File: config.mk
export PLATFORM = sky130hd
export DESIGN_NAME = comment_stripper_top
export DESIGN_NICKNAME = d
export VERILOG_FILES = /design/src/hw/rtl/cs_pkg.sv /design/src/hw/rtl/cs_front.sv /design/src/hw/rtl/cs_queue.sv /design/src/hw/rtl/cs_back.sv /design/src/hw/rtl/comment_stripper_top.sv
export SDC_FILE = /design/constraint.sdc
export NUM_CORES = 1
export LEC_CHECK = 0
export BUFFER_PORTS_ARGS = -buffer_cell sky130_fd_sc_hd__buf_4
export CORE_ASPECT_RATIO = 0.8
export CORE_MARGIN = 5
export CORE_UTILIZATION = 65
export CTS_BUF_LIST = sky130_fd_sc_hd__clkbuf_4 sky130_fd_sc_hd__clkbuf_8
export DETAILED_ROUTE_END_ITERATION = 6
export PLACE_DENSITY = 0.9
export SKIP_CTS_REPAIR_TIMING = 1
export SLEW_MARGIN = 20
export SYNTH_ARGS = -nofsm -noshare
export SYNTH_HDL_FRONTEND = slang
export SYNTH_SLANG_ARGS = --single-unit
File: constraint.sdc
create_clock -name clk_i -period 7.29 [get_ports clk_i]
set_input_delay 1.458 -clock clk_i [delete_from_list [all_inputs] [get_ports clk_i]]
set_output_delay 1.458 -clock clk_i [all_outputs]
set_load 0.01 [all_outputs]
File: src/hw/rtl/cs_pkg.sv
// shared types and character constants for the comment stripper
package cs_pkg;

  localparam logic [7:0] ChSlash = 8'h2F;
  localparam logic [7:0] ChStar  = 8'h2A;
  localparam logic [7:0] ChNl    = 8'h0A;
  localparam logic [7:0] ChQuote = 8'h22;

  // depth of the queue between the front and the back
  localparam int unsigned QDepth = 4;
  localparam int unsigned QPtrW  = $clog2(QDepth);
  localparam int unsigned QCntW  = $clog2(QDepth + 1);

  typedef enum logic [2:0] {
    ModeNormal    = 3'd0,
    ModeQuote     = 3'd1,
    ModeLine      = 3'd2,
    ModeBlock     = 3'd3,
    ModeBlockStar = 3'd4
  } cs_mode_e;

  // one classified input beat with at least one kept byte
  typedef struct packed {
    logic       two;   // a held slash goes out ahead of data
    logic [7:0] data;
    logic       eot;
  } cs_rec_t;

endpackage

File: src/hw/rtl/cs_front.sv
// front end: scan state machine that classifies each input byte
module cs_front (
  input  logic           clk_i,
  input  logic           rst_ni,
  input  logic           accept_i,
  input  logic [7:0]     in_byte_i,
  input  logic           end_of_text_i,
  output logic           rec_valid_o,
  output cs_pkg::cs_rec_t rec_o
);
  import cs_pkg::*;

  cs_mode_e mode_q, mode_d;
  logic     slash_q, slash_d;
  logic     has_byte;

  always_ff @(posedge clk_i or negedge rst_ni) begin
    if (!rst_ni) begin
      mode_q  <= ModeNormal;
      slash_q <= 1'b0;
    end else if (accept_i) begin
      mode_q  <= mode_d;
      slash_q <= slash_d;
    end
  end

  always_comb begin
    mode_d   = mode_q;
    slash_d  = slash_q;
    has_byte = 1'b0;
    rec_o.two  = 1'b0;
    rec_o.data = in_byte_i;
    rec_o.eot  = end_of_text_i;
    case (mode_q)
      ModeQuote: begin
        has_byte = 1'b1;
        if (in_byte_i == ChQuote) mode_d = ModeNormal;
      end
      ModeLine: begin
        if (in_byte_i == ChNl) begin
          has_byte = 1'b1;
          mode_d   = ModeNormal;
        end
      end
      ModeBlock: begin
        if (in_byte_i == ChStar) mode_d = ModeBlockStar;
      end
      ModeBlockStar: begin
        if (in_byte_i == ChSlash) mode_d = ModeNormal;
        else if (in_byte_i != ChStar) mode_d = ModeBlock;
      end
      default: begin
        mode_d = ModeNormal;
        if (slash_q && (in_byte_i == ChSlash)) begin
          slash_d = 1'b0;
          mode_d  = ModeLine;
        end else if (slash_q && (in_byte_i == ChStar)) begin
          slash_d = 1'b0;
          mode_d  = ModeBlock;
        end else begin
          // held slash, if any, goes out first
          rec_o.two = slash_q;
          slash_d   = 1'b0;
          if (in_byte_i == ChSlash) begin
            if (end_of_text_i) has_byte = 1'b1;
            else slash_d = 1'b1;
          end else begin
            if (in_byte_i == ChQuote) mode_d = ModeQuote;
            has_byte = 1'b1;
          end
        end
      end
    endcase
    // end of text returns the scanner to its reset state
    if (end_of_text_i) begin
      mode_d  = ModeNormal;
      slash_d = 1'b0;
    end
  end

  assign rec_valid_o = accept_i && has_byte;

endmodule

File: src/hw/rtl/cs_queue.sv
// small queue of classified records between front and back
module cs_queue (
  input  logic            clk_i,
  input  logic            rst_ni,
  input  logic            push_i,
  input  cs_pkg::cs_rec_t wdata_i,
  input  logic            pop_i,
  output cs_pkg::cs_rec_t rdata_o,
  output logic            full_o,
  output logic            empty_o
);
  import cs_pkg::*;

  cs_rec_t            mem_q [QDepth];
  logic [QPtrW-1:0]   wptr_q, rptr_q;
  logic [QCntW-1:0]   cnt_q;
  logic               do_push, do_pop;

  assign full_o  = (cnt_q == QCntW'(QDepth));
  assign empty_o = (cnt_q == '0);
  assign do_push = push_i && !full_o;
  assign do_pop  = pop_i && !empty_o;
  assign rdata_o = mem_q[rptr_q];

  always_ff @(posedge clk_i) begin
    if (do_push) mem_q[wptr_q] <= wdata_i;
  end

  always_ff @(posedge clk_i or negedge rst_ni) begin
    if (!rst_ni) begin
      wptr_q <= '0;
      rptr_q <= '0;
      cnt_q  <= '0;
    end else begin
      if (do_push) wptr_q <= wptr_q + 1'b1;
      if (do_pop)  rptr_q <= rptr_q + 1'b1;
      if (do_push && !do_pop) cnt_q <= cnt_q + 1'b1;
      else if (!do_push && do_pop) cnt_q <= cnt_q - 1'b1;
    end
  end

endmodule

File: src/hw/rtl/cs_back.sv
// back end: splits records into result beats and holds the output register
module cs_back (
  input  logic            clk_i,
  input  logic            rst_ni,
  input  logic            rec_avail_i,
  input  cs_pkg::cs_rec_t rec_i,
  output logic            rec_pop_o,
  input  logic            pop_i,
  output logic            empty_o,
  output logic [7:0]      out_byte_o,
  output logic            last_of_run_o,
  output logic            text_done_o
);
  import cs_pkg::*;

  logic       out_valid_q;
  logic [7:0] byte_q;
  logic       last_q, done_q;
  logic       phase_q;   // slash of a two-beat record already sent
  logic       load, first_slash;

  assign load        = rec_avail_i && (!out_valid_q || pop_i);
  assign first_slash = rec_i.two && !phase_q;
  assign rec_pop_o   = load && !first_slash;

  always_ff @(posedge clk_i or negedge rst_ni) begin
    if (!rst_ni) begin
      out_valid_q <= 1'b0;
      phase_q     <= 1'b0;
    end else begin
      if (load) begin
        out_valid_q <= 1'b1;
        phase_q     <= first_slash;
      end else if (pop_i) begin
        out_valid_q <= 1'b0;
      end
    end
  end

  always_ff @(posedge clk_i) begin
    if (load) begin
      byte_q <= first_slash ? ChSlash : rec_i.data;
      last_q <= !first_slash;
      done_q <= rec_i.eot;
    end
  end

  assign empty_o       = !out_valid_q;
  assign out_byte_o    = byte_q;
  assign last_of_run_o = last_q;
  assign text_done_o   = done_q;

endmodule

File: src/hw/rtl/comment_stripper_top.sv
// top level of the comment stripper
// Strips C-style comments from a byte stream. Each input beat is one raw text
// byte plus an end_of_text flag; output beats carry the kept bytes in order,
// zero to two per input byte. Line comments are dropped up to their newline
// (the newline is kept), block comments are dropped whole, text in double
// quotes passes untouched, and a lone slash is held one byte before it goes
// out. After the end_of_text byte the scanner is back in its reset state.
// Rate: one input byte is accepted every cycle while the internal queue has
// room; the output side delivers one beat per cycle while the receiver pops,
// so a byte that yields two results (held slash plus byte) takes two beats.
// On an idle output the first result of a byte passes the internal queue and
// the output register, then shows and can be taken at the next rising edge.
module comment_stripper_top (
  input  logic       clk_i,
  input  logic       rst_ni,
  // input queue side
  input  logic       push,
  output logic       full,
  input  logic [7:0] in_byte_i,
  input  logic       end_of_text_i,
  // result queue side
  output logic       empty,
  input  logic       pop,
  output logic [7:0] out_byte_o,
  output logic       last_of_run_o,
  output logic       text_done_o
);
  import cs_pkg::*;

  logic    accept;
  logic    rec_valid, q_full, q_empty, q_pop;
  cs_rec_t rec_in, rec_out;

  // an input beat is taken whenever the middle queue has room
  assign full   = q_full;
  assign accept = push && !q_full;

  // front: scan state machine, emits a record only for bytes that are kept
  cs_front u_front (
    .clk_i         (clk_i),
    .rst_ni        (rst_ni),
    .accept_i      (accept),
    .in_byte_i     (in_byte_i),
    .end_of_text_i (end_of_text_i),
    .rec_valid_o   (rec_valid),
    .rec_o         (rec_in)
  );

  // decoupling queue between front and back
  cs_queue u_queue (
    .clk_i   (clk_i),
    .rst_ni  (rst_ni),
    .push_i  (rec_valid),
    .wdata_i (rec_in),
    .pop_i   (q_pop),
    .rdata_o (rec_out),
    .full_o  (q_full),
    .empty_o (q_empty)
  );

  // back: turns each record into one or two output beats
  cs_back u_back (
    .clk_i         (clk_i),
    .rst_ni        (rst_ni),
    .rec_avail_i   (!q_empty),
    .rec_i         (rec_out),
    .rec_pop_o     (q_pop),
    .pop_i         (pop),
    .empty_o       (empty),
    .out_byte_o    (out_byte_o),
    .last_of_run_o (last_of_run_o),
    .text_done_o   (text_done_o)
  );

endmodule

==> run metrics <==
Critical Path AT=3870 ps; port bufs=24; TritonCTS clock tree=done; clock-pin slew on the worst setup and hold paths=60 ps; CP Launch Type=input pin; # H-tree levels=3; dpl hpwl=3.43 mm; register area share after synthesis=65.8%; Setup TNS=0 ps; Worst R2R Path Depth=8; Final Non-Filler Cells=267; DR iter-0 viols=129; first-pass GRT wire length=8.18 mm; routed wire length=4.91 mm; initial antenna violation count=0; EDFF count, synth=50; RR Startpoint=u_queue.rptr_q[0]; synth top area cells=edfxtp_1, dfrtp_1, mux4_2; Worst path slowest cell=nor4b_4; Row Count=21; global-route track usage on met3=8.42%; largest net degree at the start of global routing=15; gate count after technology mapping=174; Post-Place Cells=251; Clock Path Buffers=2; Worst VDD drop=0.218 mV; R2R setup slack=4280 ps; hold wc startpoint=u_back.phase_q; vias in the first global route=1,600; final setup vio count=0; type of destination of the critical path=register; Avg WL per Cell=18.4 um; Worst Hold Class=register to register; CTS Buf Count=9; final worst-path cycle share=49.5%; Via Count=1,598; GRT Total Usage=20.2%; outcome=finished clean; Top Ports=25; Yosys cell types=47; Lkg Pwr=0.00118 uW; Synth Cell Area=2780 sq um; most frequent CP cell=xor2_1; post-synth top area share=54.1%; RSZ-0062 raised after global routing=no; Syn Nets=193; Die Ht=68.5 um; YS warnings=0; slew margin rel.=52.0%; post-route ant nets=0; Pre-antenna DRT Iters=6; routability cong.=0.934; total congestion overflow=0; CP max FO=7; Post-synth top flop=edfxtp_1; CP Class=input pin to register; Yosys top cell by area=edfxtp_1; clock latency on the worst-skew pair=340 ps; Critical Path RT=7550 ps; fraction of registers with async set/reset=20.6%; share of cells above drive strength 1=31.9%; Fmax=0.277 GHz; Largest stage delay, worst path=470 ps; critical-path cell list=buf_4, nor4b_4, nand4_1, a21o_1, a21oi_4, ha_1, inv_1, fa_1, xor2_1, nor2_1, xor2_1; nets=224; Diodes inserted=0; Die ar.=5690 sq um; Min Clock Period, post-route=3610 ps; Sink Count=63; Reg-to-Reg End=u_queue.cnt_q[1]; PD cells=392 nW/um^2; M2 GR Usage=33.4%; core area=4150 sq um; die width=83.1 um; syn_area_per_cell=16.0 sq um; drt via density=5.99; Slew Limit Fails=0; Worst setup startpoint=in_byte_i[4]; GR peak layer=met2; Final Hold Fails=0; clock skew=8.38 ps; max cap viols=0; Worst Max-Slew Pin Slew=721 ps; flops & latches, synth=63; Syn-to-layout area delta=15.4%; clk root buf=clkbuf_8; CP endpoint=u_queue.cnt_q[2]; met1 usage=23.6%; drt drc=0; Initial Util=66.9%
-- metrics by stage --
step | power [uW] | worst slack, ps | hold WS, ps | utilization [%] | instance area (sq um)
after floorplan | 846 | 3770 | 451 | - | 2780
after global placement | 947 | 3490 | 469 | 72.5 | 3010
after detailed placement | 977 | 3340 | 490 | 72.5 | 3010
after CTS | 1270 | 3700 | 498 | 77.1 | 3200
after global routing | 1330 | 3570 | 535 | 77.2 | 3200
final | 1260 | 3680 | 489 | 77.2 | 3200
-- cell type report --
class	count	area (sq um)
Fill cell	257	947
Clock inverter	5	47.5
Sequential cell	63	1830
Inverter	7	26.3
Tap cell	57	71.3
Clock buffer	11	145
Multi-Input combinational cell	100	907
Timing Repair Buffer	24	180
-- report_power, final --
group | leakage [uW] | internal, uW | switching (uW)
logic | 0.000459 | 200 | 180
registers | 0.000620 | 513 | 73.9
clock network | 0.000102 | 167 | 123
total | 0.00118 | 880 | 377
-- how the worst min path moves through the flow --
stage	endpoint	slack, ps	cells after the start
2_1_floorplan	u_back.phase_q	450	1
3_3_place_gp	u_back.phase_q	470	1
3_5_place_dp	u_back.phase_q	490	1
4_1_cts	u_back.phase_q	500	1
5_1_grt	u_back.phase_q	540	1
6_report	u_back.phase_q	490	1
-- cell usage after synthesis (2+ instances only) --
cell type / number
nor2_1: 4
edfxtp_1: 50
nand3_1: 2
a21oi_1: 2
nand2_1: 8
xor2_1: 2
nor3b_1: 4
or2_2: 5
a21o_1: 2
dfrtp_1: 13
mux4_2: 10
o21ai_0: 5
nand2b_1: 4
nor3_1: 3
and2_1: 4
and2_2: 4
a22oi_1: 3
xnor2_1: 6
nor2b_1: 6
inv_1: 6
ha_1: 5
-- kinds of logic after synthesis --
logic type	share of synthesized area, %
flip-flops	65.8
AND/OR/NAND/NOR	11.7
multiplexers	9.41
XOR/XNOR	2.52
AO/OA/AOI/OAI	5.95
adder cells (fa/ha/maj)	2.97
buffers and inverters	1.71
-- state kept, by name, indices dropped and copies added, names as in the netlist --
signal,cells
u_queue.mem_q,40
u_front.slash_q,1
u_front.mode_q,3
u_queue.rptr_q,2
u_back.last_of_run_o,1
u_back.out_byte_o,8
u_back.phase_q,1
u_back.out_valid_q,1
u_queue.wptr_q,2
u_back.text_done_o,1
u_queue.cnt_q,3
-- cells in the final DEF, fill, tap and decap left out, drive strengths merged, types with 2 or more instances in the layout --
cell | netlist | layout
and2 | 8 | 8
nand2b | 4 | 4
nor2b | 6 | 6
mux4 | 10 | 10
dfrtp | 13 | 13
mux2 | 2 | 2
inv | 7 | 7
nor3 | 3 | 3
buf | 2 | 24
a22oi | 3 | 3
ha | 5 | 5
or2 | 5 | 5
xor2 | 2 | 2
nor3b | 4 | 4
clkinv | 0 | 4
nor2 | 4 | 4
a21o | 2 | 2
nand2 | 8 | 8
o21ai | 6 | 6
nor4b | 2 | 2
nand3 | 3 | 3
clkbuf | 2 | 11
xnor2 | 6 | 6
edfxtp | 50 | 50
a21oi | 3 | 3
-- metal layers --
layer	wire, um	up-vias	share of wire, %
li1	-	720	-
met1	2040	782	41
met2	2410	81	49
met3	385	15	7.8
met4	80	0	1.6
met5	0	-	0
-- worst max-delay path: cells and delay by family --
family	cells	cell delay (ps)
and+or+nand+nor	3	750
adders and majority gates	2	670
AOI/OAI and AO/OA	2	450
buffers and inverters	2	210
xor gates and xnor gates	2	300
Note: power is estimated with default switching activity, not from simulation.
